`src/rtl/spq_pkg.sv`:
```
// Package: sizes, op codes and shared types for the sorted priority queue.
`timescale 1ns / 1ps
package spq_pkg;

	localparam int DEPTH          = 16;
	localparam int ITEM_WIDTH     = 32;
	localparam int PRIORITY_WIDTH = 16;
	localparam int OP_WIDTH       = 2;
	localparam int COUNT_WIDTH    = 5;
	localparam int OCC_WIDTH      = $clog2(DEPTH + 1);

	localparam logic [OP_WIDTH-1:0] OP_ENQ  = 2'd0;
	localparam logic [OP_WIDTH-1:0] OP_DEQ  = 2'd1;
	localparam logic [OP_WIDTH-1:0] OP_PEEK = 2'd2;

	typedef logic [OCC_WIDTH-1:0] occ_t;

	typedef struct packed {
		logic                             vld;
		logic [ITEM_WIDTH-1:0]            value;
		logic signed [PRIORITY_WIDTH-1:0] prio;
	} slot_t;

	typedef struct packed {
		logic enq;
		logic deq;
	} cell_cmd_t;

endpackage

```
`src/rtl/spq_if.sv`:
```
// Interfaces: request and result channels of the sorted priority queue.
`timescale 1ns / 1ps
interface spq_in_if import spq_pkg::*; ();
	logic                             valid;
	logic                             ready;
	logic [OP_WIDTH-1:0]              op;
	logic [ITEM_WIDTH-1:0]            item_value;
	logic signed [PRIORITY_WIDTH-1:0] item_priority;

	modport source (output valid, output op, output item_value, output item_priority,
		input ready);
	modport sink (input valid, input op, input item_value, input item_priority,
		output ready);
endinterface

interface spq_out_if import spq_pkg::*; ();
	logic                             valid;
	logic                             ready;
	logic [ITEM_WIDTH-1:0]            front_value;
	logic signed [PRIORITY_WIDTH-1:0] front_priority;
	logic [COUNT_WIDTH-1:0]           entry_count;
	logic                             is_empty;
	logic                             refused;

	modport source (output valid, output front_value, output front_priority,
		output entry_count, output is_empty, output refused, input ready);
	modport sink (input valid, input front_value, input front_priority,
		input entry_count, input is_empty, input refused, output ready);
endinterface

```
`src/rtl/sorted_priority_queue.sv`:
```
// Top level: sorted priority queue built as a row of slot cells with a result register.
// Results: an accepted request's result is registered and shown in the cycle after it is taken.
// Throughput: one request per cycle; every cell updates in parallel from its neighbors.
// The input stalls only while a finished result waits on a stalled output.
// Reset: occupancy and all slot valid bits clear, result register empties.
`timescale 1ns / 1ps
module sorted_priority_queue import spq_pkg::*; (
	input  logic             clk,
	input  logic             arst_n,
	spq_in_if.sink           req,
	spq_out_if.source        rsp
);

	// Count of held entries; slot i is valid exactly when i < occ_q.
	occ_t      occ_q;
	occ_t      occ_nxt;
	logic      take;
	logic      is_full;
	logic      is_none;
	logic      enq_ok;
	logic      deq_ok;
	logic      refuse;
	cell_cmd_t cmd;
	slot_t     new_slot;

	slot_t     cur  [DEPTH];
	slot_t     nxt  [DEPTH];
	logic      keep [DEPTH];

	// Result register.
	logic                             rsp_vld_q;
	logic [ITEM_WIDTH-1:0]            front_value_q;
	logic signed [PRIORITY_WIDTH-1:0] front_priority_q;
	logic [COUNT_WIDTH-1:0]           entry_count_q;
	logic                             is_empty_q;
	logic                             refused_q;

	// Take a new request whenever the result slot is free or drains this cycle.
	assign req.ready = !rsp_vld_q || rsp.ready;
	assign take      = req.valid && req.ready;

	assign is_full = (occ_q == occ_t'(DEPTH));
	assign is_none = (occ_q == '0);

	always_comb begin
		enq_ok = 1'b0;
		deq_ok = 1'b0;
		refuse = 1'b0;
		case (req.op)
			OP_ENQ: begin
				enq_ok = !is_full;
				refuse = is_full;
			end
			OP_DEQ: begin
				deq_ok = !is_none;
				refuse = is_none;
			end
			OP_PEEK: begin
				enq_ok = 1'b0;
			end
			default: begin
				// unused code acts as peek
				enq_ok = 1'b0;
			end
		endcase
	end

	assign cmd.enq = take && enq_ok;
	assign cmd.deq = take && deq_ok;

	assign new_slot = '{vld: 1'b1, value: req.item_value, prio: req.item_priority};

	always_comb begin
		occ_nxt = occ_q;
		if (cmd.enq) begin
			occ_nxt = occ_q + occ_t'(1);
		end else if (cmd.deq) begin
			occ_nxt = occ_q - occ_t'(1);
		end
	end

	always_ff @(posedge clk or negedge arst_n) begin
		if (!arst_n) begin
			occ_q <= '0;
		end else begin
			occ_q <= occ_nxt;
		end
	end

	// Cell row: cell 0 is the front. Each cell sees its left neighbor's keep
	// decision; the front cell treats its missing left neighbor as kept, so an
	// insert that passes it lands there.
	for (genvar i = 0; i < DEPTH; i++) begin : g_cell
		slot_t left_slot;
		slot_t right_slot;
		logic  left_keep;

		if (i == 0) begin : g_first
			assign left_slot = '0;
			assign left_keep = 1'b1;
		end else begin : g_mid
			assign left_slot = cur[i-1];
			assign left_keep = keep[i-1];
		end

		if (i == DEPTH - 1) begin : g_last
			assign right_slot = '0;
		end else begin : g_inner
			assign right_slot = cur[i+1];
		end

		spq_cell u_cell (
			.clk       (clk),
			.arst_n    (arst_n),
			.cmd       (cmd),
			.new_slot  (new_slot),
			.left      (left_slot),
			.left_keep (left_keep),
			.right     (right_slot),
			.cur       (cur[i]),
			.keep      (keep[i]),
			.nxt       (nxt[i])
		);
	end

	// Result register: describes the queue after the request.
	always_ff @(posedge clk or negedge arst_n) begin
		if (!arst_n) begin
			rsp_vld_q <= 1'b0;
		end else if (take) begin
			rsp_vld_q <= 1'b1;
		end else if (rsp.ready) begin
			rsp_vld_q <= 1'b0;
		end
	end

	always_ff @(posedge clk) begin
		if (take) begin
			front_value_q    <= nxt[0].vld ? nxt[0].value : '0;
			front_priority_q <= nxt[0].vld ? nxt[0].prio : '0;
			entry_count_q    <= COUNT_WIDTH'(occ_nxt);
			is_empty_q       <= (occ_nxt == '0);
			refused_q        <= refuse;
		end
	end

	assign rsp.valid          = rsp_vld_q;
	assign rsp.front_value    = front_value_q;
	assign rsp.front_priority = front_priority_q;
	assign rsp.entry_count    = entry_count_q;
	assign rsp.is_empty       = is_empty_q;
	assign rsp.refused        = refused_q;

endmodule

```
`src/rtl/spq_cell.sv`:
```
// One slot of the sorted chain: holds, shifts right on insert, shifts left on removal.
`timescale 1ns / 1ps
module spq_cell import spq_pkg::*; (
	input  logic      clk,
	input  logic      arst_n,
	input  cell_cmd_t cmd,
	input  slot_t     new_slot,
	input  slot_t     left,
	input  logic      left_keep,
	input  slot_t     right,
	output slot_t     cur,
	output logic      keep,
	output slot_t     nxt
);

	logic                             vld_q;
	logic [ITEM_WIDTH-1:0]            value_q;
	logic signed [PRIORITY_WIDTH-1:0] prio_q;

	assign cur = '{vld: vld_q, value: value_q, prio: prio_q};

	// ties stay ahead of the newcomer
	assign keep = vld_q && ($signed(new_slot.prio) >= $signed(prio_q));

	always_comb begin
		nxt = cur;
		if (cmd.enq) begin
			if (keep) begin
				nxt = cur;
			end else if (left_keep) begin
				nxt = new_slot;
			end else begin
				nxt = left;
			end
		end else if (cmd.deq) begin
			nxt = right;
		end
	end

	always_ff @(posedge clk or negedge arst_n) begin
		if (!arst_n) begin
			vld_q <= 1'b0;
		end else begin
			vld_q <= nxt.vld;
		end
	end

	always_ff @(posedge clk) begin
		value_q <= nxt.value;
		prio_q  <= nxt.prio;
	end

endmodule

```
`src/flat_wrapper.sv`:
```
// flat-port wrapper written by rule: the top's interface ports become plain ports
module sorted_priority_queue_flat import spq_pkg::*;
  (clk, arst_n, req_valid, req_op, req_item_value, req_item_priority, req_ready, rsp_valid, rsp_front_value, rsp_front_priority, rsp_entry_count, rsp_is_empty, rsp_refused, rsp_ready);
  spq_in_if req_i ();
  spq_out_if rsp_i ();
  input  logic clk;
  input  logic arst_n;
  input wire logic [$bits(req_i.valid)-1:0] req_valid;
  input wire logic [$bits(req_i.op)-1:0] req_op;
  input wire logic [$bits(req_i.item_value)-1:0] req_item_value;
  input wire logic [$bits(req_i.item_priority)-1:0] req_item_priority;
  output wire logic [$bits(req_i.ready)-1:0] req_ready;
  output wire logic [$bits(rsp_i.valid)-1:0] rsp_valid;
  output wire logic [$bits(rsp_i.front_value)-1:0] rsp_front_value;
  output wire logic [$bits(rsp_i.front_priority)-1:0] rsp_front_priority;
  output wire logic [$bits(rsp_i.entry_count)-1:0] rsp_entry_count;
  output wire logic [$bits(rsp_i.is_empty)-1:0] rsp_is_empty;
  output wire logic [$bits(rsp_i.refused)-1:0] rsp_refused;
  input wire logic [$bits(rsp_i.ready)-1:0] rsp_ready;
  assign req_i.valid = req_valid;
  assign req_i.op = req_op;
  assign req_i.item_value = req_item_value;
  assign req_i.item_priority = req_item_priority;
  assign req_ready = req_i.ready;
  assign rsp_valid = rsp_i.valid;
  assign rsp_front_value = rsp_i.front_value;
  assign rsp_front_priority = rsp_i.front_priority;
  assign rsp_entry_count = rsp_i.entry_count;
  assign rsp_is_empty = rsp_i.is_empty;
  assign rsp_refused = rsp_i.refused;
  assign rsp_i.ready = rsp_ready;
  sorted_priority_queue u_core (.clk(clk), .arst_n(arst_n), .req(req_i), .rsp(rsp_i));
endmodule
```
`config.mk`:
```
export PLATFORM = sky130hd
export DESIGN_NAME = sorted_priority_queue_flat
export DESIGN_NICKNAME = d
export VERILOG_FILES = /design/src/rtl/spq_pkg.sv /design/src/rtl/spq_if.sv /design/src/rtl/sorted_priority_queue.sv /design/src/rtl/spq_cell.sv /design/src/flat_wrapper.sv
export SDC_FILE = /design/constraint.sdc
export NUM_CORES = 2
export LEC_CHECK = 0
export BUFFER_PORTS_ARGS = -buffer_cell sky130_fd_sc_hd__buf_2
export CORE_AREA = 2 2 364 366
export DETAILED_ROUTE_END_ITERATION = 8
export DIE_AREA = 0 0 366 368
export SYNTH_ARGS = -nofsm -noshare
export SYNTH_HDL_FRONTEND = slang
export SYNTH_SLANG_ARGS = --single-unit
```
`constraint.sdc`:
```
create_clock -name clk -period 9.25 [get_ports clk]
set_input_delay 0 -clock clk [delete_from_list [all_inputs] [get_ports clk]]
set_output_delay 0 -clock clk [all_outputs]
set_load 0.02 [all_outputs]
```
Word-level counts from Yosys, hierarchy flattened:

Index checks and enable logic that the tools add are counted.

* mux-type cells: 70
* order comparisons: 16
* eq/ne operators: 17
* reductions and logical operators: 43
* $add $sub $neg: 2

Operators with widths (count)
* 49-bit 2-to-1 mux: 63
* 16-bit >= comparator: 16
* 2-bit != test, second input constant: 15
* 2-bit AND reduction: 15
* 1-bit logical AND: 19
* 5-bit zero test: 2
* 5-bit 2-to-1 mux: 2
* 5-bit by 1-bit adder with 5-bit output, second input constant: 1
* 5-bit equality test, second input constant: 1
* 5-bit by 1-bit subtractor with 5-bit output, second input constant: 1
* 1-bit 2-to-1 mux: 4
* 2-bit nonzero test: 2
* 1-bit zero test: 3
* 2-bit by 1-bit equality test with 1-bit output, second input constant: 1
* 2-bit zero test: 1
* 1-bit one-hot mux with 2 select lines: 1
* 1-bit logical OR: 1

* logic and storage cells: 203
* flip-flop bits (word level): 845
* output and inout bits: 57
* input port bits: 54

Longest topological paths before layout:

* word-level depth: 7
* gate-level depth with buffers: 12
* gate-level depth less buffers: 9

Modules after synthesis:

Synthesis repeated with hierarchy kept, for this count alone.

* cell total of the unflattened synthesis: 7269
* area, all modules: 61382.6 um^2

By module, submodules not included
* spq_cell (u_core.g_cell[14].u_cell ...): cells each 439, area an instance 3654.8 um^2, instances 11, sequential area each 985.9 um^2
* spq_cell (u_core.g_cell[0].u_cell ...): cells each 453, area an instance 3727.3 um^2, instances 5, sequential area each 985.9 um^2
* sorted_priority_queue: cells each 175, area an instance 2543.7 um^2, instances 1, sequential area each 1801.7 um^2

Worst setup path before layout:

OpenSTA, ideal clock, no wires.

* path kind: register -> register
* start: register u_core.g_cell[6].u_cell.prio_q[9]
* end: register u_core.g_cell[6].u_cell.prio_q[0] (enable)
* cell stages (with the launch flop): 12
* path buffers: 2
* arrival: 5.523 ns
* library setup time: 0.520 ns
* required time: 8.730 ns
* slack: 3.207 ns
* period minus slack after synthesis: 6.043 ns
* cells stage by stage: edfxtp_1 > inv_1 > ha_1 > a21o_1 > a21o_1 > a21oi_1 > o22ai_1 > a2111oi_2 > buf_2 > buf_2 > nor3_1 > o21ai_0

* cells in the longest elaborated chain, start to end: 4

Ends and longest elaborated chain
* start, declared: RTL line spq_cell.sv:18 `logic signed [PRIORITY_WIDTH-1:0] prio_q;`
* start signal, assigned: RTL line spq_cell.sv:50 `prio_q <= nxt.prio;`
* 16-bit >= comparator: RTL line spq_cell.sv:23 `assign keep = vld_q && ($signed(new_slot.prio) >= $signed(prio_q));`
* 1-bit logical AND: RTL line spq_cell.sv:23
* 2-bit != test (no line)
* 2-bit AND reduction (no line)

Every way passes these cells.
A chain may end at the register's enable or synchronous reset.

Final worst setup path:

* start: register u_core.g_cell[4].u_cell.prio_q[15]
* end: register u_core.g_cell[4].u_cell.prio_q[8] (enable)

* cells in the longest elaborated chain, start to end: 4

Ends and longest elaborated chain (RTL line)
* start, declared: spq_cell.sv:18
* start signal, assigned: spq_cell.sv:50
* 16-bit >= comparator: spq_cell.sv:23
* 1-bit logical AND: spq_cell.sv:23
* 2-bit != test (no line)
* 2-bit AND reduction (no line)

Every way passes these cells.

==> results.toml <==
[outcome]
outcome = "completed"

[die]
initial_core_util = 0.378
die_y_um = 368
rows = 133
io_pins = 111
core-area_mm2 = 0.131
die_w_um = 366
die_area_mm2 = 0.135

[job]
cap_violations = 0

[setup_path]
crit_type = "reg2reg"
crit_buf_inv = 4
path_delay_family = "buffers and inverters"
critPathRequiredTime_ps = 9560
worstSetupEndpointType = "flip-flop"
worst_path_largest_cell_delay_ps = 700
worst-path-max-fanout = 49
crit_path_start_kind = "flip-flop"
crit_chain = "inv_1 > ha_1 > nand4_1 > nor3_1 > inv_1 > o21ai_1 > a2111oi_4 > buf_4 > nor3_1 > o21ai_4 > buf_4"
crit_arrival_ps = 4740
slowest_stage = "buf_4"

[detailed_routing]
wl_met3_um = 18200
drtPass1Iterations = 6
drc = 0
wl_met1_um = 75300
vias_per_cell = 6.51
wl_met2_um = 82300
vias = 42700
dr.first_iter.drc_count = 6330
postRouteWirelength_um = 183000
top_layer_used = "met5"
ant_nets = 0
wire_per_inst_um = 28.0

[sta]
skew_ps = 33.4
min_period_over_period = 0.478
fin_setup_tns_ps = 0
min_period_ps = 4420
setup_viol = 0
setup_ws_ps = 4830
tightest_slew_ps = 1140
slew_viol_final = 0
hold_violations = 0
rsz0062_at_grt = "no"
slew_headroom = 0.242
fmax_mhz = 226

[cells_and_area]
design_area_mm2 = 0.0545
layout.nets = 5035
final_util = 0.417
area_growth_pct = 10.3
drive_above_1_share = 0.0921

[yosys]
yosys_warnings = 0
syn_area_mm2 = 0.0494
ys_types = 73
netlist_instances = 4855
synth_edf_count = 775
synth_seq_cells = 845
syn_area_per_cell_um2 = 10.2
synth_flop_cell = "edfxtp_1"
syn_nets = 5168
postSynth.asyncResetShare = 0.0260
ys_seq_area_frac = 0.501

[clocking]
cts.path.max_buffers = 3
clk-insertion-delay-late_ps = 710
cts_setup_buffers = 0
clock-sinks = 845
ctsHoldBuffers = 44
cts_resized = 0
cts.htree.levels = 3
root_buffer = "clkbuf_16"
tritoncts = "built"
cts_inserted_buffers = 92
clk_pin_slew_ps = 60

[placed_design]
place_hpwl_um = 110000
place_ws_ps = 4830
gp_congestion = 0.919
port_buffers = 110
placed_area_mm2 = 0.0511

[grt]
globalRouteOverflowTotal = 0
grt_use_total = 0.261
antenna_found_initial = 11
grt_max_degree = 199
grt_pass1_wl_um = 268000
grt_pass1_vias = 40500

[power_and_ir_drop]
ir_drop_mv = 0.196
pwr_density_cell_mw_per_mm2 = 237
p_leak_nw = 20.0
power.total_mw = 12.9

[worst_hold_path]
hold_path.class = "in2reg"
synth_stat cells (4+ instances only):
cell      instances  area share
a2111o_1          4     0.00091
a211oi_1          9      0.0014
a21o_1           37      0.0056
a21oi_1         161       0.016
a221o_1         275       0.056
a22o_1            5     0.00089
a22oi_1          75       0.011
a31o_2            5     0.00089
a31oi_1         150       0.019
and2_1           49      0.0062
and3_1            9      0.0011
and4_1            6      0.0011
buf_1            45      0.0034
buf_2           150       0.015
buf_4            12      0.0018
buf_6            14      0.0032
clkbuf_1        251       0.019
dfrtp_1          22       0.011
dfxtp_1          48       0.019
edfxtp_1        775        0.47
ha_1            259       0.066
inv_1           281       0.021
mux2_2           33      0.0075
mux2i_1          63       0.013
nand2_1         604       0.046
nand2b_1         12      0.0015
nand3_1         117       0.012
nand4_1         197       0.025
nor2_1          403       0.031
nor2b_1          16      0.0020
nor3_1           92      0.0093
o211ai_1        231       0.035
o211ai_2         10      0.0025
o21a_1            8      0.0012
o21ai_0         104       0.011
o21ai_1           7     0.00071
o221ai_1         67       0.012
o22ai_1          23      0.0029
o311ai_0         15      0.0027
o31ai_1         152       0.023
o41ai_1           5     0.00089
final cells by class:
class / instances / area (µm²)
Antenna cell: 5 / 12.5
Clock buffer: 118 / 2490
Clock inverter: 52 / 433
Fill cell: 12600 / 76300
Inverter: 283 / 1060
Multi-Input combinational cell: 3255 / 21800
Sequential cell: 845 / 24800
Tap cell: 1755 / 2200
Timing Repair Buffer: 245 / 1750
worst paths after layout:
check | from | endpoint | slack (ps) | cells past startpoint
worst max-delay path | u_core.g_cell[4].u_cell.prio_q[15]$_DFFE_PP_ | u_core.g_cell[4].u_cell.prio_q[8]$_DFFE_PP_ | 4830 | 11
worst min-delay path | req_item_priority[1] | u_core.g_cell[7].u_cell.prio_q[1]$_DFFE_PP_ | 50 | 3
worst max register to register | u_core.g_cell[4].u_cell.prio_q[15]$_DFFE_PP_ | u_core.g_cell[4].u_cell.prio_q[8]$_DFFE_PP_ | 4830 | 11
worst min register to register | u_core.g_cell[11].u_cell.vld_q$_DFFE_PN0P_ | u_core.g_cell[11].u_cell.vld_q$_DFFE_PN0P_ | 530 | 1
max in group asynchronous | arst_n | u_core.g_cell[5].u_cell.vld_q$_DFFE_PN0P_ | 8350 | 4
min in group asynchronous | arst_n | u_core.g_cell[0].u_cell.vld_q$_DFF_PN0_ | 360 | 3
power breakdown:
part | switching, mW | internal [mW] | leakage (nW)
sequential | 0.370 | 4.84 | 7.84
combinational | 2.91 | 1.05 | 10.7
clock | 1.66 | 2.07 | 1.44
total | 4.94 | 7.97 | 20.0
cells in the final DEF, fill, tap and decap left out, types with 63 or more instances in the layout:
master,n
edfxtp_1,775
nand2_1,602
nor2_1,402
inv_1,280
a221o_1,275
ha_1,259
o211ai_1,231
nand4_1,197
a21oi_1,161
o31ai_1,152
a31oi_1,150
nand3_1,115
buf_2,110
clkbuf_16,93
nor3_1,92
o21ai_0,92
buf_4,86
a22oi_1,75
o221ai_1,67
mux2i_1,63
registers in the layout, summed over array words and instances (netlist names):
register                      count
u_core.g_cell.u_cell.prio_q     256
u_core.g_cell.u_cell.value_q    512
u_core.g_cell.u_cell.vld_q       16
u_core.occ_q                      5
u_core.rsp.entry_count            5
u_core.rsp.front_priority        16
u_core.rsp.front_value           32
u_core.rsp.is_empty               1
u_core.rsp.refused                1
u_core.rsp.valid                  1
through the flow:
stage	hold slack, ps	instances
4_1_cts	3.07	6553
3_5_place_dp	171	6339
3_3_place_gp	167	6339
6_report	47.0	6558
5_1_grt	37.1	6555
2_1_floorplan	-296	4855
worst min-delay path, cell delays in order:
cell and delay [ps]:
buf_2 320, nand4_1 160, a31oi_1 80
per-layer routing:
| layer | up-vias | GRT usage |
|---|---|---|
| met5 | - | 0 |
| li1 | 18300 | - |
| met2 | 2610 | 0.410 |
| met3 | 427 | 0.0454 |
| met4 | 6 | 0.103 |
| met1 | 21300 | 0.358 |
cells by family after synthesis:
| group | synth area share |
|---|---|
| compound gates | 0.207 |
| xor+xnor | 0.000886 |
| fa+ha+maj | 0.0656 |
| mux | 0.0207 |
| buf+inv | 0.0642 |
| flops | 0.501 |
| simple gates | 0.140 |
No activity file was read; power rests on OpenSTA's default activity.
